--- src/hw/rtl/pida_pkg.sv ---
`default_nettype none
// ----------------------------------------------------------------------------
// pida_pkg
// Shared types and codes for the positional insert/delete array core.
// ----------------------------------------------------------------------------
package pida_pkg;

    localparam int CountW = 7;
    localparam int DataW  = 32;

    localparam logic [1:0] MODE_INSERT  = 2'd0;
    localparam logic [1:0] MODE_DELETE  = 2'd1;
    localparam logic [1:0] MODE_DISPLAY = 2'd2;

    localparam logic [1:0] ST_OK     = 2'd0;
    localparam logic [1:0] ST_FULL   = 2'd1;
    localparam logic [1:0] ST_BADPOS = 2'd2;
    localparam logic [1:0] ST_EMPTY  = 2'd3;

    typedef struct packed {
        logic [1:0]              mode;
        logic [6:0]              position;
        logic signed [DataW-1:0] value_in;
    } t_in_item;

    typedef struct packed {
        logic [1:0]              status;
        logic [CountW-1:0]       count;
        logic signed [DataW-1:0] value_out;
        logic                    last;
    } t_out_item;

    typedef enum logic [1:0] {
        DP_NONE,
        DP_INSERT,
        DP_DELETE,
        DP_ROTATE
    } t_dp_op;

    // controller to datapath
    typedef struct packed {
        t_dp_op     op;
        logic       load;
        logic [1:0] status;
        logic       last;
    } t_dp_cmd;

    // datapath to controller
    typedef struct packed {
        logic [CountW-1:0] count;
    } t_dp_stat;

endpackage

`default_nettype wire

--- src/hw/rtl/pida_ctrl.sv ---
`default_nettype none
// ----------------------------------------------------------------------------
// pida_ctrl
// Controller: checks each item against the live count, issues datapath
// commands and sequences the display stream one entry per cycle while the output is not stalled.
// ----------------------------------------------------------------------------
module pida_ctrl #(
    parameter int DEPTH = 64
) (
    input  wire logic               i_clk,
    input  wire logic               i_rst_n,
    input  wire logic               i_in_valid,
    output logic                    o_in_stall,
    input  wire pida_pkg::t_in_item i_in_item,
    output logic                    o_out_valid,
    input  wire logic               i_out_stall,
    input  wire pida_pkg::t_dp_stat i_stat,
    output pida_pkg::t_dp_cmd       o_cmd
);

    localparam int IW = (DEPTH > 1) ? $clog2(DEPTH) : 1;

    typedef enum logic [1:0] {
        S_IDLE = 2'b01,
        S_DISP = 2'b10
    } t_state;

    t_state            r_state;
    t_state            n_state;
    logic [IW-1:0]     r_idx;
    logic [IW-1:0]     n_idx;
    logic              r_out_valid;
    logic              n_out_valid;
    logic              w_out_free;
    logic              w_accept;
    logic [6:0]        w_cnt;
    pida_pkg::t_dp_cmd w_cmd;

    assign w_cnt      = i_stat.count;
    assign w_out_free = !r_out_valid || !i_out_stall;
    assign o_in_stall = (r_state != S_IDLE) || !w_out_free;
    assign w_accept   = i_in_valid && !o_in_stall;

    always_comb begin
        n_state = r_state;
        n_idx   = r_idx;
        w_cmd   = '{op: pida_pkg::DP_NONE, load: 1'b0,
                    status: pida_pkg::ST_OK, last: 1'b1};
        case (r_state)
            S_IDLE: begin
                if (w_accept) begin
                    case (i_in_item.mode)
                        pida_pkg::MODE_INSERT: begin
                            w_cmd.load = 1'b1;
                            if (w_cnt >= 7'(DEPTH)) begin
                                w_cmd.status = pida_pkg::ST_FULL;
                            end else if (i_in_item.position > w_cnt) begin
                                w_cmd.status = pida_pkg::ST_BADPOS;
                            end else begin
                                w_cmd.op = pida_pkg::DP_INSERT;
                            end
                        end
                        pida_pkg::MODE_DELETE: begin
                            w_cmd.load = 1'b1;
                            if (w_cnt == 7'd0) begin
                                w_cmd.status = pida_pkg::ST_EMPTY;
                            end else if (i_in_item.position >= w_cnt) begin
                                w_cmd.status = pida_pkg::ST_BADPOS;
                            end else begin
                                w_cmd.op = pida_pkg::DP_DELETE;
                            end
                        end
                        pida_pkg::MODE_DISPLAY: begin
                            if (w_cnt == 7'd0) begin
                                w_cmd.load   = 1'b1;
                                w_cmd.status = pida_pkg::ST_EMPTY;
                            end else begin
                                n_state = S_DISP;
                                n_idx   = '0;
                            end
                        end
                        default: begin
                            // unused mode: item dropped
                            w_cmd.load = 1'b0;
                        end
                    endcase
                end
            end
            S_DISP: begin
                if (w_out_free) begin
                    w_cmd.op   = pida_pkg::DP_ROTATE;
                    w_cmd.load = 1'b1;
                    w_cmd.last = ((7'(r_idx) + 7'd1) == w_cnt);
                    if (w_cmd.last) begin
                        n_state = S_IDLE;
                    end else begin
                        n_idx = r_idx + IW'(1);
                    end
                end
            end
            default: begin
                n_state = S_IDLE;
            end
        endcase
    end

    always_comb begin
        if (w_cmd.load) begin
            n_out_valid = 1'b1;
        end else if (!i_out_stall) begin
            n_out_valid = 1'b0;
        end else begin
            n_out_valid = r_out_valid;
        end
    end

    always_ff @(posedge i_clk) begin
        if (!i_rst_n) begin
            r_state     <= S_IDLE;
            r_idx       <= '0;
            r_out_valid <= 1'b0;
        end else begin
            r_state     <= n_state;
            r_idx       <= n_idx;
            r_out_valid <= n_out_valid;
        end
    end

    assign o_cmd       = w_cmd;
    assign o_out_valid = r_out_valid;

    a_no_overwrite: assert property (@(posedge i_clk) disable iff (!i_rst_n)
        (r_out_valid && i_out_stall) |-> !w_cmd.load)
        else $error("result register overwritten while stalled");

    a_disp_idx: assert property (@(posedge i_clk) disable iff (!i_rst_n)
        (r_state == S_DISP) |-> (7'(r_idx) < w_cnt))
        else $error("display index past live count");

    a_disp_end: assert property (@(posedge i_clk) disable iff (!i_rst_n)
        (r_state == S_DISP && n_state == S_IDLE) |-> (w_cmd.load && w_cmd.last))
        else $error("display ended without flagging the last item");

endmodule

`default_nettype wire

--- config.mk ---
export PLATFORM = sky130hd
export DESIGN_NAME = pida_ctrl
export DESIGN_NICKNAME = d
export VERILOG_FILES = /design/src/hw/rtl/pida_pkg.sv /design/src/hw/rtl/pida_ctrl.sv
export SDC_FILE = /design/constraint.sdc
export NUM_CORES = 1
export LEC_CHECK = 0
export BUFFER_PORTS_ARGS = -buffer_cell sky130_fd_sc_hd__buf_2
export CAP_MARGIN = 20
export CORE_AREA = 2 2 51 53
export DETAILED_ROUTE_END_ITERATION = 12
export DIE_AREA = 0 0 53 55
export HOLD_SLACK_MARGIN = 0.05
export PLACE_DENSITY = 0.89
export SLEW_MARGIN = 0
export SYNTH_ARGS = -nofsm -noshare
export SYNTH_HDL_FRONTEND = slang
export SYNTH_SLANG_ARGS = --single-unit
export TNS_END_PERCENT = 50
--- constraint.sdc ---
create_clock -name i_clk -period 5.9 [get_ports i_clk]
set_input_delay 0.59 -clock i_clk [delete_from_list [all_inputs] [get_ports i_clk]]
set_output_delay 0.59 -clock i_clk [all_outputs]
set_load 0.005 [all_outputs]
* After elaboration in Yosys (flattened, before gate mapping)
Cells that the tools add are included.
Word-level totals: register bits 9, latch bits 0, memory bits (writable) 0, memory bits (read-only) 0, bits of input ports 52, output and inout bits 8, word-level logic and storage cells 66, memories kept 0
Operators by class: add/subtract/negate cells 2, multiply operators 0, div/mod/pow operators 0, order comparisons 3, equality and inequality tests 13, shifts and indexed selects 0, mux-type cells 32, bitwise gates (word level) 0, reductions and logical operators 13
Operator list (number):
- two-way mux 6 bit | 5
- two-way mux 2 bit | 13
- one-hot mux 6 bit (2 select lines) | 1
- inequality test 2 bit (second input constant) | 5
- one-hot mux 2 bit (2 select lines) | 2
- adder 6 x 1 -> 7 bit (second input constant) | 1
- == test 7 bit | 1
- >= comparator 7 bit | 1
- >= comparator 7 bit (second input constant) | 1
- > comparator 7 bit | 1
- logical NOT 7 bit | 1
- adder 6 x 1 -> 6 bit (second input constant) | 1
- two-way mux 3 bit | 2
- inequality test 2 x 1 -> 1 bit (second input constant) | 3
- one-hot mux 2 bit (3 select lines) | 1
- one-hot mux 3 bit (2 select lines) | 1
- AND reduction 6 bit | 1
- two-way mux 1 bit | 5
- two-way mux 5 bit | 1
- AND reduction 5 bit | 1
- == test 2 x 1 -> 1 bit (second input constant) | 2
- == test 2 bit (second input constant) | 2
- logical NOT 1 bit | 4
- logical NOT 2 bit | 1
- other kinds (5) | 6

* Longest topological paths before layout
depth in word-level cells 9, mapped depth 8, depth with buffers taken out 8

* Least setup slack after synthesis
Ideal clock, no wire load.
path type input to output, from input i_stat[4] (netlist name), to output o_cmd[5] (netlist name), arrival 2035 ps, data required time 5310 ps, slack 3275 ps, stages 8, path buffers 0, cells stage by stage inv_1 -> ha_1 -> a21o_1 -> a21o_1 -> a21o_1 -> or3b_1 -> o21ai_1 -> nor2b_1
RTL lines:
- from (decl) | RTL line pida_ctrl.sv:17 | input wire pida_pkg::t_dp_stat i_stat,
- to (decl) | RTL line pida_ctrl.sv:18 | output pida_pkg::t_dp_cmd o_cmd

==> results.txt <==
- The run finished with clean final reports.
* Number of buffers inserted by port buffering: 27
* DP Area: 1180 um^2
- Number of global-route vias before repair: about 990
- At the end of routability-driven placement, the weighted congestion stood at 0.847.
* Clock latency reported for the late side of the worst-skew pair: approximately 0.27 ns
- Detailed placement ended at an HPWL of 1940 um.
* Total of max-cap violations: 0
* Total detailed-routing wirelength: 2510 um
* Top post-synthesis cells by count: sky130_fd_sc_hd__nand2_1, sky130_fd_sc_hd__inv_1, sky130_fd_sc_hd__ha_1, sky130_fd_sc_hd__dfxtp_1, sky130_fd_sc_hd__nand3_1
* Critical path startpoint: i_stat[4]
* Post-cts repair resize count: 0
- Cell taking the most area after synthesis: sky130_fd_sc_hd__dfxtp_1
* Width of the die: 53 um
- The initial antenna violation count is 0.
- Distinct cell type count of the synthesized netlist: 43
- Nets: roughly 230
- The number of antenna diodes in the final layout is 0.
- Depth of the CTS H-tree: 1
- Core area: 2360 um^2
* Slowest library cell on the worst path: sky130_fd_sc_hd__or3b_1
* Die Outline Area: 2920 um^2
- Highest ir drop seen on vdd: 0.000210 V
- Entering global routing, the biggest net connects 14 pins.
- Synth area leaders: sky130_fd_sc_hd__dfxtp_1, sky130_fd_sc_hd__ha_1, sky130_fd_sc_hd__nand2_1
* Cell class contributing the biggest share of worst-path delay: compound AO/OA/AOI/OAI gates
* Reg-to-reg critical path startpoint: r_idx[0]
- Hold path startpoint: r_state[1]
- Maximum operating frequency: 333 MHz
- Post-synth top flop: sky130_fd_sc_hd__dfxtp_1
- Together, buffers and inverters on the worst path number 3.
- Setup_tns: 0 ns
* Final cell area excluding filler cells: approximately 1200 um^2
- Of the synthesized area, sequential elements account for 17.3%.
- Avg Synthesized Cell Area: approximately 7.5 um^2
* Root buffer cell: sky130_fd_sc_hd__clkbuf_4
- Cell seen most often among critical-path stages: sky130_fd_sc_hd__a21o_1
- Synthesis inferred 9 register bits.
- Number of remaining DRC errors: 0
* Total standard cell area after synthesis: 1040 um^2
- Hold timing on the final database bottoms out at a slack of around 0.49 ns.
- The clock passes through at most 2 buffers.
* Number of enable flip-flop cells after synthesis: 0
- Global routing used 18.8% of the available tracks across all layers.
- Relative to the synthesized area, the layout overhead comes to 15.5%.
* Count of final setup violators: 0
- In the finished design, the share of the clock period the worst path needs comes to between 50% and 60%.
* Leakage dissipation: 0.583 nW
- Arrival time of data at the critical path endpoint: 2.41 ns
* Net count after synthesis: 200
- Most instantiated library cell after synthesis: sky130_fd_sc_hd__nand2_1
- After detailed routing, the average wire length per cell comes to 13.0 um.
- For the worst setup path, the data required time is between 5 and 6 ns.
- Initial Util: 44.0%
- The routed layout has between 1000 and 1500 vias.
* WL met3: approximately 150 um
- Iteration-0 DRC Markers: 54
- The critical path in this run is classified as in -> out.
- The floorplan has 18 rows.
* Via density: 5.67
- Pwr Density: approximately 220 nW/um^2
- Synthesis produced a netlist whose cell count is approximately 140.
- Fraction of final layout cells with drive strength greater than 1: a little over a fifth
- Count of nets left with antenna violations after detail routing: 0
- Along the worst path, the maximum fanout reaches 6.
* Slew at the pin closest to its max-slew limit: 0.534 ns
* Fraction of synthesized cell area taken by the top area cell type: 17.3%
- The first global-routing pass estimated a little over 4000 um of wire.
- During synthesis, Yosys emitted a total of 0 warnings.
- Worst Clk Skew: 0.00373 ns
* Number of hold buffers added after cts: 0
* Met2 wirelength from detailed routing: around 1200 um
* Number of buffers added for setup after CTS: 0
* Clock input transition at the sequential cells of the worst setup and hold paths: approximately 0.06 ns
- Setup repair after global routing left no endpoint under its margin.
- CTS tree: built
- Worst hold path type: reg -> reg
- Walking the worst path, the cells encountered are buf_2 -> inv_1 -> ha_1 -> a21o_1 -> a21o_1 -> a21o_1 -> or3b_1 -> o21ai_1 -> nor2b_1 -> buf_2.
- The max-slew violation count came to 0.
- The count of final hold-check violations came to 0.
- The first detailed-routing pass ran for 4 iterations.
- Fin crit period: 3.00 ns
- In this run the vertical extent of the chip is 55 um.
- On the worst path, the slowest cell contributes a delay of 0.41 ns.
- The highest layer touched by signal routing is met4.
* Routed met1 length: 1150 um
- For this design the top-level I/O count stands at 60.
- Total overflow reported by the global router: 0
- Crit path capture type: output port
* Startpoint Class: input pin
- The tree built by TritonCTS fans out to 9 sinks.
- Headroom to the max-slew limit came out at 64.4%.
- Of all flip-flops after synthesis, the portion carrying an async set or reset was 0%.
- Buffers inserted during clock tree synthesis total 3.
==> flip-flops by register name, indices dropped and copies added, names as in the netlist <==
register     flops
r_idx            6
r_state          2
o_out_valid      1
==> final cells by class <==
cell class              count  area, um^2
inverters                  12        45.0
multi-input cells         111         778
fillers                   228        1160
well taps                  30        37.5
clock buffers               4        26.3
repair buffers             27         135
flip-flops and latches      9         180
==> power breakdown <==
| group | switching (mW) | internal [mW] | leakage [nW] |
|---|---|---|---|
| clock | 0.0243 | 0.0262 | 0.0150 |
| combinational | 0.0807 | 0.0581 | 0.495 |
| sequential | 0.00526 | 0.0681 | 0.0731 |
==> layout by cell type, fill, tap and decap left out, types with 2 or more instances in the layout <==
cell and instances:
sky130_fd_sc_hd__a211o_1 2, sky130_fd_sc_hd__a21o_1 4, sky130_fd_sc_hd__a21oi_1 6, sky130_fd_sc_hd__a31oi_1 4, sky130_fd_sc_hd__and3_1 3, sky130_fd_sc_hd__buf_2 27, sky130_fd_sc_hd__clkbuf_4 3, sky130_fd_sc_hd__dfxtp_1 9
sky130_fd_sc_hd__ha_1 10, sky130_fd_sc_hd__inv_1 12, sky130_fd_sc_hd__mux2i_1 5, sky130_fd_sc_hd__nand2_1 15, sky130_fd_sc_hd__nand2b_1 5, sky130_fd_sc_hd__nand3_1 7, sky130_fd_sc_hd__nand3b_1 2, sky130_fd_sc_hd__nand4_1 6
sky130_fd_sc_hd__nor2_1 6, sky130_fd_sc_hd__nor2b_1 3, sky130_fd_sc_hd__nor3_1 2, sky130_fd_sc_hd__o211ai_1 3, sky130_fd_sc_hd__o21ai_0 3, sky130_fd_sc_hd__o22ai_1 2, sky130_fd_sc_hd__xnor2_1 2, sky130_fd_sc_hd__xor2_1 4
==> cells by family (layout without fill, tap and decap cells) <==
| kind of cell | Yosys count | after routing | synth area share (%) |
|---|---|---|---|
| compound gates | 34 | 34 | 23.8 |
| xor+xnor | 6 | 6 | 5.05 |
| fa+ha+maj | 10 | 10 | 12.0 |
| buf+inv | 18 | 43 | 7.93 |
| flops | 9 | 9 | 17.3 |
| mux | 5 | 5 | 4.81 |
| simple gates | 56 | 56 | 29.1 |
==> routing by layer <==
layer  global-route usage [%]  up-vias
met1                     23.0      495
met3                     2.96        5
met2                     32.5       36
met4                     8.97        0
met5                        0        -
li1                         -      558
==> worst min-delay path: stages (launching register included) <==
cell,delay [ns]
sky130_fd_sc_hd__dfxtp_1,0.33
sky130_fd_sc_hd__nand2_1,0.06
sky130_fd_sc_hd__mux2i_1,0.05
==> per-stage QoR <==
stage          utilization [%]  total power, mW  setup WS (ns)  cells
3_5_place_dp              49.7            0.211           2.91    189
2_1_floorplan                -            0.173           3.28    138
5_1_grt                   50.8            0.284           2.78    193
3_3_place_gp              49.7            0.208           2.95    189
6_report                  50.8            0.263           2.90    193
4_1_cts                   50.8            0.262           2.91    193
==> path summary, 6_finish.rpt <==
check	slack (ns)	depth (start not counted)	end
min reg2reg	0.49	2	r_state[1]
max	2.90	10	o_cmd[5]
max reg2reg	3.65	7	r_state[0]
min	0.49	2	r_state[1]
(Power assumes the default switching activity.)
